## config.mk

```make
export PLATFORM = sky130hd
export DESIGN_NAME = ptmb_sequencer
export DESIGN_NICKNAME = d
export VERILOG_FILES = /design/src/rtl/ptmb_pkg.sv /design/src/rtl/ptmb_sequencer.sv
export SDC_FILE = /design/constraint.sdc
export NUM_CORES = 1
export LEC_CHECK = 0
export ABC_AREA = 1
export BUFFER_PORTS_ARGS = -buffer_cell sky130_fd_sc_hd__buf_2
export CAP_MARGIN = 0
export CORE_AREA = 2 2 39 41
export DETAILED_ROUTE_END_ITERATION = 6
export DIE_AREA = 0 0 41 43
export GPL_TIMING_DRIVEN = 0
export PLACE_DENSITY_LB_ADDON = 0.2
export SKIP_CTS_REPAIR_TIMING = 1
export SLEW_MARGIN = 20
export SYNTH_ARGS = -nofsm -noshare
export SYNTH_HDL_FRONTEND = slang
export SYNTH_SLANG_ARGS = --single-unit
```

## constraint.sdc

```tcl
create_clock -name clk -period 4.2 [get_ports clk]
set_clock_uncertainty 0.15 [all_clocks]
set_input_delay 0.21 -clock clk [delete_from_list [all_inputs] [get_ports clk]]
set_output_delay 0.21 -clock clk [all_outputs]
set_load 0.02 [all_outputs]
```

## src/rtl/ptmb_pkg.sv

```systemverilog
// Package for the page table map builder: control word, branch conditions,
// step codes and the microcode ROM. No dependencies.
package ptmb_pkg;

  localparam int STEP_W = 3;

  localparam logic [STEP_W-1:0] STEP_CLEAR = 3'd0;
  localparam logic [STEP_W-1:0] STEP_IDLE  = 3'd1;
  localparam logic [STEP_W-1:0] STEP_READ  = 3'd2;
  localparam logic [STEP_W-1:0] STEP_CHECK = 3'd3;
  localparam logic [STEP_W-1:0] STEP_LEAF  = 3'd4;
  localparam logic [STEP_W-1:0] STEP_FIN   = 3'd5;
  localparam logic [STEP_W-1:0] STEP_RETRY = 3'd6;

  localparam logic [31:0] BASE_RESET     = 32'h0003_0000;
  localparam logic [63:0] LEAF_ATTR_MASK = 64'h8000_0000_0000_011E;
  localparam logic [11:0] TABLE_FLAGS    = 12'h003;  // present | writable

  typedef enum logic [2:0] {
    COND_NEXT,
    COND_ALWAYS,
    COND_NO_INPUT,
    COND_CLEAR_BUSY,
    COND_WALK_MORE,
    COND_OUT_FREE
  } cond_t;

  typedef struct packed {
    logic              clear_wr;
    logic              accept;
    logic              rd;
    logic              check;
    logic              leaf;
    logic              fin;
    cond_t             cond;
    logic [STEP_W-1:0] target;
  } ctrl_word_t;

  typedef struct packed {
    logic no_input;
    logic clear_busy;
    logic walk_more;
    logic out_free;
  } flags_t;

  function automatic ctrl_word_t ptmb_rom(input logic [STEP_W-1:0] step);
    ctrl_word_t cw;
    cw = '0;
    unique case (step)
      STEP_CLEAR: begin
        cw.clear_wr = 1'b1;
        cw.cond     = COND_CLEAR_BUSY;
        cw.target   = STEP_CLEAR;
      end
      STEP_IDLE: begin
        cw.accept = 1'b1;
        cw.cond   = COND_NO_INPUT;
        cw.target = STEP_IDLE;
      end
      STEP_READ: begin
        cw.rd   = 1'b1;
        cw.cond = COND_NEXT;
      end
      STEP_CHECK: begin
        cw.check  = 1'b1;
        cw.cond   = COND_WALK_MORE;
        cw.target = STEP_READ;
      end
      STEP_LEAF: begin
        cw.leaf = 1'b1;
        cw.cond = COND_NEXT;
      end
      STEP_FIN: begin
        cw.fin    = 1'b1;
        cw.cond   = COND_OUT_FREE;
        cw.target = STEP_IDLE;
      end
      STEP_RETRY: begin
        cw.cond   = COND_ALWAYS;
        cw.target = STEP_FIN;
      end
      default: begin
        cw.cond   = COND_ALWAYS;
        cw.target = STEP_IDLE;
      end
    endcase
    return cw;
  endfunction

endpackage

```

## src/rtl/ptmb_sequencer.sv

```systemverilog
// Microcode sequencer: step counter, ROM lookup, conditional jumps.
// Uses ptmb_pkg for the ROM, control word and flags.
module ptmb_sequencer
  import ptmb_pkg::*;
(
  input  logic       clk,
  input  logic       rst,
  input  flags_t     flags,
  output ctrl_word_t ctrl
);

  logic [STEP_W-1:0] step;
  logic [STEP_W-1:0] step_next;
  logic              take_jump;

  assign ctrl = ptmb_rom(step);

  always_comb begin
    unique case (ctrl.cond)
      COND_NEXT:       take_jump = 1'b0;
      COND_ALWAYS:     take_jump = 1'b1;
      COND_NO_INPUT:   take_jump = flags.no_input;
      COND_CLEAR_BUSY: take_jump = flags.clear_busy;
      COND_WALK_MORE:  take_jump = flags.walk_more;
      COND_OUT_FREE:   take_jump = flags.out_free;
      default:         take_jump = 1'b0;
    endcase
    step_next = take_jump ? ctrl.target : step + 1'b1;
  end

  always_ff @(posedge clk) begin
    if (rst) begin
      step <= STEP_CLEAR;
    end else begin
      step <= step_next;
    end
  end

endmodule

```

## After elaboration in Yosys (flattened, before gate mapping)

Index checks and enable logic that the tools add are counted.

- Bits in registers: 3
- Input bits: 6
- Word-level logic and storage cells: 26

- Add/subtract/negate cells: 1
- Equality and inequality tests: 11
- Multiplexer cells: 10
- Reduce and logical (&&, ||, !) cells: 3

Operator list:

| kind | count |
|---|---|
| $eq A3 B3 Y1 const B | 5 |
| $pmux W3 S5 | 1 |
| $eq A3 B2 Y1 const B | 4 |
| $pmux W3 S3 | 1 |
| $eq A3 B1 Y1 const B | 2 |
| $mux W1 | 6 |
| $pmux W1 S5 | 1 |
| $add A3 B1 Y3 const B | 1 |
| $logic_not A3 Y1 | 1 |
| $mux W3 | 1 |
| $reduce_or A3 Y1 | 1 |
| $reduce_or A2 Y1 | 1 |

## Logic depth before layout (Yosys ltp)

- Depth after elaboration: 6
- Gate-level depth with buffers: 12

## Worst setup path after synthesis

OpenSTA, ideal clock, no wires.

- Path type: register -> register
- Start: reg step[1]
- End: reg step[0]
- Setup time: 0.110 ns
- Data arrival time: 1.583 ns
- Required time: 3.940 ns
- Path slack: 2.357 ns
- Stages on the path, launching flop included: 13
- Buffers on the path: 0
- Clock period less this slack: 1.843 ns
- Cells stage by stage: dfxtp_1 inv_1 ha_1 nand2_1 inv_1 nor2_1 nand2_1 nor2_1 nand2_2 nand3_2 nand2_1 inv_1 nor2_1

RTL lines:

| item | line | source |
|---|---|---|
| start: declaration | ptmb_sequencer.sv:12 | `logic [STEP_W-1:0] step;` |
| start signal: assignment | ptmb_sequencer.sv:35 | `step <= step_next;` |

==> flow_metrics.py <==
metrics = {
    "status": {
        "status": "complete, no violations",
    },
    "final_layout": {
        "largest_register_ffs": 3,
        "fin_nets": 102,
        "reg.largest.list": "step: 3 flops",
        "fin_cells": 106,
        "regMostFlops": "step",
        "drive_gt1_share_pct": 35.56,
        "area_growth_pct": 32.41,
        "final_cell_area_um2": 536.8,
        "antennaDiodeCount": 0,
    },
    "detailed_routing": {
        "post_drt_wl_per_cell_um": 8.066,
        "num_vias": 455,
        "drtIter0Drc": 2,
        "vias_per_cell": 4.292,
        "drtAntennaViolNets": 0,
        "drtPass1Iterations": 2,
        "totalWireLength_um": 855,
        "route.detailed.drc": 0,
    },
    "logic_synthesis": {
        "ys_types": 16,
        "syn_nets": 80,
        "synth_fa_ha_area_share_pct": 15.43,
        "synth_top_family_by_area": "simple AND/OR/NAND/NOR gates",
        "syn_inst": 69,
        "synth_xor_area_share_pct": 0,
        "ys_ff_latch": 3,
        "synth_edf_count": 0,
        "synth_top_area_share_pct": 16.67,
        "synth-compound-area-share_pct": 5.247,
        "synth_area_per_cell_um2": 5.875,
        "synth.most_common_cell": "inv_1",
        "ys_top_cells_by_area": "inv_1 (17%), ha_1 (15%), dfxtp_1 (15%)",
        "synth-simple-area-share_pct": 45.06,
        "synth_ff_type": "dfxtp_1",
        "yosysWarnings": 0,
        "netlist_area_um2": 405.4,
        "yosys-top-cells-count": "inv_1 (18), nand2_1 (16), nand2_2 (7), nor2_1 (7), ha_1 (5)",
        "seq_area_frac_synth_pct": 14.81,
        "synth_top_area_cell": "inv_1",
        "synth-async-reset-ratio_pct": 0,
        "synthMuxAreaShare_pct": 0,
    },
    "grt": {
        "grtUsageTotal_pct": 11.12,
        "grt_pass1_vias": 374,
        "grt-ovfl-total": 0,
        "grt_max_degree": 7,
        "antenna_found_initial": 0,
        "grt_pass1_wl_um": 1366,
    },
    "worst_setup_path": {
        "slowest_delay_ps": 390,
        "rr_startpoint": "step[1]",
        "cp.required_ps": 3840,
        "start_kind": "flop",
        "crit_path_top_delay_cell": "dfxtp_1",
        "crit_path_end_kind": "output pin",
        "cp_top_family": "flip-flops",
        "worst-path-stages": 7,
        "reg2reg_depth": 12,
        "timing.setup.critical_path_class": "reg -> out",
        "r2r_slack_ps": 2400,
        "critPathMaxFanout": 5,
        "crit_start": "step[1]",
        "worstSetupEndpoint": "ctrl[3]",
        "cp.arrival_ps": 1460,
        "path_buf_inv": 3,
        "r2r_end": "step[0]",
        "path_cells": "inv_1, ha_1, nand2_1, inv_1, nor2_1, nand2_1, buf_2",
    },
    "die": {
        "initial_core_util_pct": 29.29,
        "die_h_um": 43,
        "die_x_um": 41,
        "io_pins": 18,
        "design.core.area_um2": 1384,
        "die_area_um2": 1763,
        "rows": 14,
    },
    "clocking": {
        "htree_levels": 1,
        "clock_latency_ps": 230,
        "cts_buffers": 3,
        "clock_sinks": 3,
        "cts.clk_slew.worst_paths_ps": 40,
        "cts_tree": "done",
        "cts_root_buf": "clkbuf_4",
        "cts_buffer_depth": 2,
    },
    "sta": {
        "rsz0062_at_grt": "false",
        "hold_viol": 0,
        "setup_viol": 0,
        "setup_slack_ps": 2383,
        "fin_crit_sh_pct": 43.27,
        "worst_pin_slew_ps": 238.6,
        "fmax_mhz": 550.3,
        "min_period_ps": 1817,
        "tns_ps": 0,
        "maxSlewViolCount": 0,
        "slew_headroom_pct": 84.07,
    },
    "pwr": {
        "vdd_ir_drop_max_mv": 0.2490,
        "p_leak_nw": 0.3769,
        "power_density_nw_per_um2": 694.8,
        "total_power_mw": 0.3730,
    },
    "placement": {
        "gp_congestion": 0.6913,
        "dp_hpwl_um": 743.4,
        "place_area_um2": 510.5,
        "placed_cells": 102,
        "place_ws_ps": 2390,
        "numPortBuffers": 17,
    },
    "job": {
        "max_cap_violations": 0,
    },
    "min_path": {
        "holdCritPathClass": "in -> reg",
    },
}
-- through the flow --
stage	utilization, %	hold slack (ps)
finish	38.79	105.1
global route	38.79	130.5
CTS	38.79	100.4
detailed placement	36.89	342.3
global placement	36.89	340.2
floorplan	-	228.0
-- final cells by class --
| cell class | count | area, µm² |
|---|---|---|
| Inverter | 19 | 71.32 |
| Tap cell | 16 | 20.02 |
| Clock buffer | 4 | 26.28 |
| Multi-Input combinational cell | 46 | 266.5 |
| Sequential cell | 3 | 60.06 |
| Timing Repair Buffer | 17 | 85.08 |
| Fill cell | 160 | 847.1 |
| Buffer | 1 | 7.507 |
-- how the worst min path moves through the flow --
stage / startpoint / endpoint / slack [ps] / cells after the start
after floorplan: rst / step[1] / 230 / 3
after global placement: rst / step[2] / 340 / 4
after detailed placement: rst / step[0] / 340 / 4
after CTS: rst / step[0] / 100 / 4
after global routing: rst / step[2] / 130 / 4
final: rst / step[0] / 110 / 4
-- kinds of logic after synthesis --
logic type | Yosys count
compound gates | 3
fa+ha+maj | 5
flops | 3
simple gates | 38
buf+inv | 20
-- placed cells by master, fill, tap and decap left out, drive strengths merged --
cell type / netlist / final
a21boi: 1 / 1
a21oi: 1 / 1
buf: 1 / 18
clkbuf: 0 / 4
dfxtp: 3 / 3
ha: 5 / 5
inv: 19 / 19
nand2: 23 / 23
nand3: 2 / 2
nand4: 4 / 4
nor2: 8 / 8
o21ai: 1 / 1
or2: 1 / 1
-- metal layers --
layer	track usage (%)	vias to the layer above	wire, µm
li1	-	248	-
met1	13.10	196	408
met2	17.19	11	394
met3	4.712	0	52
met4	4.000	0	0
met5	0	-	0
-- where the power goes --
part / internal, mW / switching (mW) / total, mW / leakage [nW]
sequential: 0.0383 / 0.0145 / 0.0528 / 0.0248
combinational: 0.0956 / 0.175 / 0.271 / 0.337
clock: 0.0355 / 0.0140 / 0.0495 / 0.0150
total: 0.170 / 0.203 / 0.373 / 0.377
-- tightest hold or removal path, delay by kind of cell --
family,cells,cell delay [ps]
buf+inv,2,120
simple gates,2,100
Note: power is estimated with default switching activity, not from simulation.
