==> config.mk <==
export PLATFORM = sky130hd
export DESIGN_NAME = ptmb_datapath_flat
export DESIGN_NICKNAME = d
export VERILOG_FILES = /design/src/rtl/ptmb_pkg.sv /design/src/rtl/ptmb_req_if.sv /design/src/rtl/ptmb_rsp_if.sv /design/src/rtl/ptmb_cfg_if.sv /design/src/rtl/ptmb_datapath.sv /design/src/flat_wrapper.sv
export SDC_FILE = /design/constraint.sdc
export NUM_CORES = 1
export LEC_CHECK = 0
export ABC_AREA = 1
export BUFFER_PORTS_ARGS = -buffer_cell sky130_fd_sc_hd__buf_4
export CORE_UTILIZATION = 35
export DETAILED_ROUTE_END_ITERATION = 12
export MAX_ROUTING_LAYER = met4
export PLACE_DENSITY_LB_ADDON = 0.3
export SKIP_CTS_REPAIR_TIMING = 1
export SYNTH_ARGS = -nofsm -noshare
export SYNTH_HDL_FRONTEND = slang
export SYNTH_SLANG_ARGS = --single-unit
export TNS_END_PERCENT = 30
==> constraint.sdc <==
create_clock -name clk -period 6 [get_ports clk]
set_input_delay 1.2 -clock clk [delete_from_list [all_inputs] [get_ports clk]]
set_output_delay 1.2 -clock clk [all_outputs]
set_load 0.005 [all_outputs]
==> src/rtl/ptmb_pkg.sv <==
// Package for the page table map builder: control word, branch conditions,
// step codes and the microcode ROM. No dependencies.
package ptmb_pkg;

  localparam int STEP_W = 3;

  localparam logic [STEP_W-1:0] STEP_CLEAR = 3'd0;
  localparam logic [STEP_W-1:0] STEP_IDLE  = 3'd1;
  localparam logic [STEP_W-1:0] STEP_READ  = 3'd2;
  localparam logic [STEP_W-1:0] STEP_CHECK = 3'd3;
  localparam logic [STEP_W-1:0] STEP_LEAF  = 3'd4;
  localparam logic [STEP_W-1:0] STEP_FIN   = 3'd5;
  localparam logic [STEP_W-1:0] STEP_RETRY = 3'd6;

  localparam logic [31:0] BASE_RESET     = 32'h0003_0000;
  localparam logic [63:0] LEAF_ATTR_MASK = 64'h8000_0000_0000_011E;
  localparam logic [11:0] TABLE_FLAGS    = 12'h003;  // present | writable

  typedef enum logic [2:0] {
    COND_NEXT,
    COND_ALWAYS,
    COND_NO_INPUT,
    COND_CLEAR_BUSY,
    COND_WALK_MORE,
    COND_OUT_FREE
  } cond_t;

  typedef struct packed {
    logic              clear_wr;
    logic              accept;
    logic              rd;
    logic              check;
    logic              leaf;
    logic              fin;
    cond_t             cond;
    logic [STEP_W-1:0] target;
  } ctrl_word_t;

  typedef struct packed {
    logic no_input;
    logic clear_busy;
    logic walk_more;
    logic out_free;
  } flags_t;

  function automatic ctrl_word_t ptmb_rom(input logic [STEP_W-1:0] step);
    ctrl_word_t cw;
    cw = '0;
    unique case (step)
      STEP_CLEAR: begin
        cw.clear_wr = 1'b1;
        cw.cond     = COND_CLEAR_BUSY;
        cw.target   = STEP_CLEAR;
      end
      STEP_IDLE: begin
        cw.accept = 1'b1;
        cw.cond   = COND_NO_INPUT;
        cw.target = STEP_IDLE;
      end
      STEP_READ: begin
        cw.rd   = 1'b1;
        cw.cond = COND_NEXT;
      end
      STEP_CHECK: begin
        cw.check  = 1'b1;
        cw.cond   = COND_WALK_MORE;
        cw.target = STEP_READ;
      end
      STEP_LEAF: begin
        cw.leaf = 1'b1;
        cw.cond = COND_NEXT;
      end
      STEP_FIN: begin
        cw.fin    = 1'b1;
        cw.cond   = COND_OUT_FREE;
        cw.target = STEP_IDLE;
      end
      STEP_RETRY: begin
        cw.cond   = COND_ALWAYS;
        cw.target = STEP_FIN;
      end
      default: begin
        cw.cond   = COND_ALWAYS;
        cw.target = STEP_IDLE;
      end
    endcase
    return cw;
  endfunction

endpackage

==> src/rtl/ptmb_req_if.sv <==
// Request channel: one mapping request per transaction.
// Stand-alone; no package use.
interface ptmb_req_if;
  logic        valid;
  logic        ready;
  logic [63:0] physical_address;
  logic [47:0] virtual_address;
  logic [63:0] attributes;

  modport source(output valid, physical_address, virtual_address, attributes,
                 input ready);
  modport sink(input valid, physical_address, virtual_address, attributes,
               output ready);
endinterface

==> src/rtl/ptmb_rsp_if.sv <==
// Response channel: one mapping result per transaction.
// Stand-alone; no package use.
interface ptmb_rsp_if;
  logic        valid;
  logic        ready;
  logic        status;
  logic [63:0] leaf_entry;
  logic [31:0] entry_address;
  logic [1:0]  tables_added;

  modport source(output valid, status, leaf_entry, entry_address, tables_added,
                 input ready);
  modport sink(input valid, status, leaf_entry, entry_address, tables_added,
               output ready);
endinterface

==> src/rtl/ptmb_cfg_if.sv <==
// Configuration write channel for the root table base address.
// Stand-alone; no package use.
interface ptmb_cfg_if;
  logic        valid;
  logic        ready;
  logic [31:0] table_base_addr;

  modport source(output valid, table_base_addr, input ready);
  modport sink(input valid, table_base_addr, output ready);
endinterface

==> src/rtl/ptmb_datapath.sv <==
// Walk datapath: request latch, table pointer, allocator, result and
// output registers, store port steering. Driven by the control word.
// Uses ptmb_pkg and the three channel interfaces.
module ptmb_datapath
  import ptmb_pkg::*;
#(
  parameter int TABLE_PAGES = 64
) (
  input  logic                           clk,
  input  logic                           rst,
  input  ctrl_word_t                     ctrl,
  output flags_t                         flags,
  ptmb_req_if.sink                       req,
  ptmb_rsp_if.source                     rsp,
  ptmb_cfg_if.sink                       cfg,
  output logic                           mem_we,
  output logic [$clog2(TABLE_PAGES)+8:0] mem_addr,
  output logic [63:0]                    mem_wdata,
  input  logic [63:0]                    mem_rdata
);

  localparam int PW    = $clog2(TABLE_PAGES);
  localparam int NFW   = $clog2(TABLE_PAGES + 1);
  localparam int AW    = PW + 9;
  localparam int DEPTH = TABLE_PAGES * 512;

  logic [31:0]    base_addr;
  logic [AW-1:0]  clr_cnt;
  logic [NFW-1:0] next_free;

  logic [63:0]    phys;
  logic [47:12]   va;
  logic [63:0]    attr;
  logic [1:0]     level;
  logic [PW-1:0]  page;
  logic [1:0]     added;
  logic           err;

  logic           res_status;
  logic [63:0]    res_leaf;
  logic [31:0]    res_eaddr;
  logic           out_valid;

  logic [8:0]     idx;
  logic           present;
  logic           no_free;
  logic           alloc;
  logic [19:0]    base_hi;
  logic [19:0]    new_hi;
  logic [19:0]    entry_hi;
  logic [19:0]    diff;
  logic           oob;
  logic           err_now;
  logic [63:0]    leaf_val;

  assign base_hi = base_addr[31:12];

  always_comb begin
    case (level)
      2'd0:    idx = va[47:39];
      2'd1:    idx = va[38:30];
      default: idx = va[29:21];
    endcase
  end

  // upper-level entry check; read data belongs to the read issued last step
  assign present  = mem_rdata[0];
  assign no_free  = !present && (next_free == NFW'(TABLE_PAGES));
  assign alloc    = ctrl.check && !present && !no_free;
  assign new_hi   = base_hi + 20'(next_free);
  assign entry_hi = present ? mem_rdata[31:12] : new_hi;
  assign diff     = entry_hi - base_hi;
  assign oob      = diff >= 20'(TABLE_PAGES);
  assign err_now  = no_free || oob;

  assign leaf_val = {phys[63:12], 12'h000} | attr | 64'd1;

  always_comb begin
    mem_we    = 1'b0;
    mem_addr  = {page, idx};
    mem_wdata = {32'd0, new_hi, TABLE_FLAGS};
    if (ctrl.clear_wr) begin
      mem_we    = 1'b1;
      mem_addr  = clr_cnt;
      mem_wdata = '0;
    end else if (ctrl.check) begin
      mem_we = alloc;
    end else if (ctrl.leaf) begin
      mem_we    = !err;
      mem_addr  = {page, va[20:12]};
      mem_wdata = leaf_val;
    end
  end

  assign flags.no_input   = !req.valid;
  assign flags.clear_busy = clr_cnt != AW'(DEPTH - 1);
  assign flags.walk_more  = !err_now && (level != 2'd2);
  assign flags.out_free   = !out_valid || rsp.ready;

  assign req.ready = ctrl.accept;
  assign cfg.ready = 1'b1;
  assign rsp.valid = out_valid;

  // control state
  always_ff @(posedge clk) begin
    if (rst) begin
      base_addr <= BASE_RESET;
      clr_cnt   <= '0;
      next_free <= NFW'(1);
      out_valid <= 1'b0;
    end else begin
      if (cfg.valid) begin
        base_addr <= cfg.table_base_addr;
      end
      if (ctrl.clear_wr && flags.clear_busy) begin
        clr_cnt <= clr_cnt + 1'b1;
      end
      if (alloc) begin
        next_free <= next_free + 1'b1;
      end
      if (ctrl.fin && flags.out_free) begin
        out_valid <= 1'b1;
      end else if (rsp.ready) begin
        out_valid <= 1'b0;
      end
    end
  end

  // walk and result payload
  always_ff @(posedge clk) begin
    if (ctrl.accept && req.valid) begin
      phys  <= req.physical_address;
      va    <= req.virtual_address[47:12];
      attr  <= req.attributes & LEAF_ATTR_MASK;
      level <= 2'd0;
      page  <= '0;
      added <= 2'd0;
      err   <= 1'b0;
    end
    if (ctrl.check) begin
      err   <= err_now;
      level <= level + 2'd1;
      if (alloc) begin
        added <= added + 2'd1;
      end
      if (!err_now) begin
        page <= diff[PW-1:0];
      end
    end
    if (ctrl.leaf) begin
      res_status <= err;
      res_leaf   <= err ? 64'd0 : leaf_val;
      res_eaddr  <= err ? 32'd0 : {base_hi + 20'(page), va[20:12], 3'b000};
    end
    if (ctrl.fin && flags.out_free) begin
      rsp.status        <= res_status;
      rsp.leaf_entry    <= res_leaf;
      rsp.entry_address <= res_eaddr;
      rsp.tables_added  <= added;
    end
  end

endmodule

==> src/flat_wrapper.sv <==
// flat-port wrapper written by rule: the top's interface ports become plain ports
module ptmb_datapath_flat import ptmb_pkg::*;
#(
  parameter int TABLE_PAGES = 64
)
  (clk, rst, ctrl, flags, mem_we, mem_addr, mem_wdata, mem_rdata, req_valid, req_physical_address, req_virtual_address, req_attributes, req_ready, rsp_valid, rsp_status, rsp_leaf_entry, rsp_entry_address, rsp_tables_added, rsp_ready, cfg_valid, cfg_table_base_addr, cfg_ready);
  ptmb_req_if req_i ();
  ptmb_rsp_if rsp_i ();
  ptmb_cfg_if cfg_i ();
  input  logic clk;
  input  logic rst;
  input  ctrl_word_t ctrl;
  output flags_t flags;
  output logic mem_we;
  output logic [$clog2(TABLE_PAGES)+8:0] mem_addr;
  output logic [63:0] mem_wdata;
  input  logic [63:0] mem_rdata;
  input wire logic [$bits(req_i.valid)-1:0] req_valid;
  input wire logic [$bits(req_i.physical_address)-1:0] req_physical_address;
  input wire logic [$bits(req_i.virtual_address)-1:0] req_virtual_address;
  input wire logic [$bits(req_i.attributes)-1:0] req_attributes;
  output wire logic [$bits(req_i.ready)-1:0] req_ready;
  output wire logic [$bits(rsp_i.valid)-1:0] rsp_valid;
  output wire logic [$bits(rsp_i.status)-1:0] rsp_status;
  output wire logic [$bits(rsp_i.leaf_entry)-1:0] rsp_leaf_entry;
  output wire logic [$bits(rsp_i.entry_address)-1:0] rsp_entry_address;
  output wire logic [$bits(rsp_i.tables_added)-1:0] rsp_tables_added;
  input wire logic [$bits(rsp_i.ready)-1:0] rsp_ready;
  input wire logic [$bits(cfg_i.valid)-1:0] cfg_valid;
  input wire logic [$bits(cfg_i.table_base_addr)-1:0] cfg_table_base_addr;
  output wire logic [$bits(cfg_i.ready)-1:0] cfg_ready;
  assign req_i.valid = req_valid;
  assign req_i.physical_address = req_physical_address;
  assign req_i.virtual_address = req_virtual_address;
  assign req_i.attributes = req_attributes;
  assign req_ready = req_i.ready;
  assign rsp_valid = rsp_i.valid;
  assign rsp_status = rsp_i.status;
  assign rsp_leaf_entry = rsp_i.leaf_entry;
  assign rsp_entry_address = rsp_i.entry_address;
  assign rsp_tables_added = rsp_i.tables_added;
  assign rsp_i.ready = rsp_ready;
  assign cfg_i.valid = cfg_valid;
  assign cfg_i.table_base_addr = cfg_table_base_addr;
  assign cfg_ready = cfg_i.ready;
  ptmb_datapath #(.TABLE_PAGES(TABLE_PAGES)) u_core (.clk(clk), .rst(rst), .ctrl(ctrl), .flags(flags), .req(req_i), .rsp(rsp_i), .cfg(cfg_i), .mem_we(mem_we), .mem_addr(mem_addr), .mem_wdata(mem_wdata), .mem_rdata(mem_rdata));
endmodule
; Word-level counts from Yosys, hierarchy flattened
; Cells that the tools add are included.
[word_totals]
input_bits = 289
word_cells = 75
ff_bits = 368
output_inout_bits = 186
[op_classes]
n_reduce_logical = 18
bitwise = 1
eq_ne = 4
order_cmp = 1
add_sub_neg = 7
n_mux = 24
[ops]
columns = cell, count
row1 = $mux 64, 3
row2 = $or 64x64->64, 1
row3 = $add 20x6->20, 1
row4 = $add 20x7->20, 1
row5 = $ge 20x7->1 const B, 1
row6 = $mux 20, 1
row7 = $sub 20x20->20, 1
row8 = $mux 6, 3
row9 = $mux 9, 2
row10 = $pmux 9 s2, 1
row11 = $add 15x1->15 const B, 1
row12 = $mux 15, 1
row13 = $ne 15x15->1 const B, 1
row14 = $mux 2, 5
row15 = $mux 1, 8
row16 = $add 7x1->7 const B, 1
row17 = $eq 7x7->1 const B, 1
row18 = $logic_and 1x1->1, 7
row19 = $logic_not 1->1, 6
row20 = $add 2x1->2 const B, 2
row21 = $reduce_bool 2->1, 2
row22 = $eq 2x1->1 const B, 1
row23 = $logic_not 2->1, 1
row24 = $logic_or 1x1->1, 2
row25 = $ne 2x2->1 const B, 1

; Depth between registers and ports, before layout
[depth]
ltp_word = 7
ltp_mapped = 30
ltp_nobuf = 30

; Least setup slack after synthesis
; OpenSTA, ideal clock, no wires.
[synth_path]
path_type = in2reg
startpoint = input port ctrl[6] (netlist name)
endpoint = register u_core.rsp.entry_address[10] (enable)
stages = 2
t_arrival_ns = 5.590
setup_ns = 0.568
t_required_ns = 5.432
path_buffers = 0
setup_slack_ns = -0.158
path_cell_list = inv_1 -> a21oi_1
[synth_via]
elab_chain_len = 1
[synth_rtl]
columns = item, line_no
row1 = start: declaration, flat_wrapper.sv:12  ; input ctrl_word_t ctrl;
row2 = $logic_and 1x1->1, ptmb_datapath.sv:155  ; if (ctrl.fin && flags.out_free) begin
row3 = end signal: assignment, ptmb_datapath.sv:158  ; rsp.entry_address <= res_eaddr;
row4 = end: declaration, ptmb_rsp_if.sv:11  ; modport source(output valid, status, leaf_entry, entry_address, tables_added,
; Every way passes these cells.
; A chain may end at the register's enable or synchronous reset.

==> implementation parameters <==
Parameter                              Value

Outcome
  Run status    completed

Critical path
  Highest-delay cell along the critical path    dfxtp_2
  Type of element capturing the critical path    output port
  Largest delay contributor family on the critical path    simple AND/OR/NAND/NOR gates
  CP Max Fanout    5
  Library cell appearing most often on the critical path    nand2_1
  Required time at the endpoint of the critical path    4.80 ns
  Buffers and inverters on the worst path    2
  Startpoint type of the worst setup path    flip-flop
  Type of the setup path with the least slack    flip-flop to output port
  Data arrival time at the worst-slack endpoint    4.58 ns
  Peak per-stage delay on the critical path    0.37 ns

Timing
  Relative slew margins    24.9%
  Sum of negative setup slack    0 ns
  Hold Worst Slack    0.413 ns
  Slew of the pin with the lowest slew margin    1.13 ns
  Upper clock frequency limit    173 MHz
  Final Max Tran Viols    0
  Clock period minus worst slack    5.78 ns
  Final Worst Setup Slack    0.218 ns
  Total setup violations reported at the end of the flow    0
  Hold violation total from the final report    0
  Final clock period utilization by the worst path    96.4%
  Largest clock skew in the final design    0.0164 ns

Synth
  Yosys Warn Count    0
  Commonest register cell after synthesis    edfxtp_1
  Mapped Avg Cell Area    10.4 um^2
  Number of enable flip-flop cells after synthesis    275
  Share of the synthesized area in the top cell type    57.0%
  Syn Inst Count    1395
  Cell types occupying the most area after synthesis    edfxtp_1 (57%), dfxtp_1 (7.0%), nand2_1 (6.3%)
  Library cell with the largest summed area after synthesis    edfxtp_1
  Distinct cell type count of the synthesized netlist    48
  Cell with the most instances after synthesis    edfxtp_1
  Share of the yosys chip area belonging to registers    64.0%
  Synthesized flop and latch total    326
  Share of flip-flops with an asynchronous set or reset after synthesis    0%
  Top cell types by occurrence after synthesis    edfxtp_1 (275), nand2_1 (244), inv_1 (211)
  Post-Synthesis Cell Area    14500 um^2

Placed design
  Pre-CTS setup slack    0.602 ns
  Instance area at placement    17400 um^2
  Detailed Place HPWL    30800 um
  Number of input and output port buffers inserted    314
  Global placer's final weighted congestion    0.884

Clock network
  Clock root cell    clkbuf_16
  Number of clock sinks    326
  Number of levels the H-tree was split into    2
  Source-to-sink clock delay at the later pin of the worst-skew pair    0.55 ns
  TritonCTS buffer count    37
  Maximum clock path buffer count    3
  CTS tree    done
  Clock-pin slew on the worst setup and hold paths    0.06 ns

Floorplan
  Floorplan die area    42200 um^2
  Horizontal die dimension    206 um
  Y dimension of the die    206 um
  Row count    74
  Area of the core    40800 um^2
  Starting utilization of the core area    35.5%
  I/O Pins    475

Routing
  Post-detailed-route wirelength per cell    18.0 um
  Detailed-router iteration count before antenna repair    5
  First-iteration detailed-routing DRC count    693
  Vias after detailed routing    10838
  Total detailed-routing wirelength    41100 um
  Ratio of routed vias to standard cells    4.74
  Number of DRC violations after detailed routing    0
  Final antenna-violating net count    0

GRT
  Largest net degree at the start of global routing    80
  GRT overflow    0
  Overall Global Routing Usage    19.6%
  Top Usage Layer GRT    met2
  Global-route met1 utilization    26.9%
  Antenna violations before repair    0
  First-pass GRT wire length    59600 um
  Global routing met3 resource utilization    3.45%
  Via count of the first global-routing pass    10375
  GR Util met2    29.5%

Layout
  Ratio of cells with drive above 1 in the final layout    24.4%
  Count of antenna diodes in the layout    0
  Final layout net count    2058
  Design area    18700 um^2
  Filler cell count in the final layout    3851
  Syn-to-layout area delta    28.7%
  Reg area    9280 um^2
  Multi-input logic area    4290 um^2

Power
  Pwr per Cell Area    299 nW/um^2
  Largest vdd supply drop    0.184 mV
  Leak Pwr    8.08 nW

Min path
  HP Class    flip-flop to flip-flop

Flow run
  Number of max-cap violations    0
[where the power goes]
| group | internal (mW) | switching (mW) |
|---|---|---|
| Clock | 1.20 | 0.914 |
| Sequential | 2.63 | 0.0540 |
| Combinational | 0.311 | 0.480 |
[state kept, by name, indices dropped and copies added (netlist names), 2 cells and up]
register / cells
u_core.attr: 6
u_core.va: 36
u_core.level: 2
u_core.phys: 52
u_core.res_leaf: 58
u_core.clr_cnt: 15
u_core.rsp.tables_added: 2
u_core.page: 6
u_core.rsp.leaf_entry: 58
u_core.added: 2
u_core.res_eaddr: 29
u_core.next_free: 7
u_core.rsp.entry_address: 29
u_core.base_addr: 20
[per-layer routing]
metal  up-vias  wire length (um)
met1      5109             19200
li1       5308                 -
met2       362             18500
met3        59              2550
met5         -                 0
met4         0               898
[final timing paths]
| kind | endpoint | from | slack (ns) | cells past startpoint |
|---|---|---|---|---|
| max | flags[1] | u_core.base_addr[12]$_SDFFE_PP0P_ | 0.22 | 27 |
| min reg2reg | u_core.rsp.leaf_entry[55]$_DFFE_PP_ | u_core.res_leaf[55]$_SDFFCE_PP0P_ | 0.41 | 0 |
| min | u_core.rsp.leaf_entry[55]$_DFFE_PP_ | u_core.res_leaf[55]$_SDFFCE_PP0P_ | 0.41 | 0 |
| max reg2reg | u_core.err$_SDFFCE_PN0P_ | u_core.base_addr[12]$_SDFFE_PP0P_ | 1.83 | 26 |
[through the flow]
| stage | utilization (%) | cells | power [mW] |
|---|---|---|---|
| 6_report | 45.7 | 2288 | 5.59 |
| 5_1_grt | 45.7 | 2288 | 5.83 |
| 4_1_cts | 45.4 | 2283 | 5.64 |
| 3_5_place_dp | 42.7 | 2216 | 3.51 |
| 3_3_place_gp | 42.7 | 2216 | 3.50 |
| 2_1_floorplan | - | 1409 | 3.14 |
[cells in the final DEF (no fill, tap or decap), types with 3 or more instances in the layout]
master / n
a21oi_1: 73
a21oi_2: 7
a221oi_1: 6
buf_4: 331
clkbuf_1: 8
clkbuf_16: 38
clkinv_1: 12
clkinvlp_4: 3
conb_1: 16
dfxtp_1: 49
edfxtp_1: 275
ha_1: 34
ha_2: 3
inv_1: 209
nand2_1: 243
nand2_2: 9
nand3_1: 58
nand3_2: 4
nand3b_1: 4
nand4_1: 14
nor2_1: 171
nor2_2: 5
nor3_1: 17
nor4_1: 4
o21a_1: 3
o21ai_0: 77
o21ai_1: 6
o22ai_1: 14
xnor2_1: 6
xor2_1: 16
[final cells by class]
type / count / share of cell area [%]
clock buffer: 48 / 5.40
clock inverter: 19 / 0.677
timing repair buffer: 331 / 13.3
multi-input combinational: 818 / 23.0
tap: 532 / 3.57
inverter: 214 / 4.32
sequential: 326 / 49.7
[cell families after synthesis]
logic type	synth area share (%)
buf+inv	7.32
flops	64.0
xor+xnor	1.70
fa+ha+maj	3.69
compound gates	7.53
other cells	0.0518
simple gates	15.7
No activity file was read; power rests on OpenSTA's default activity.
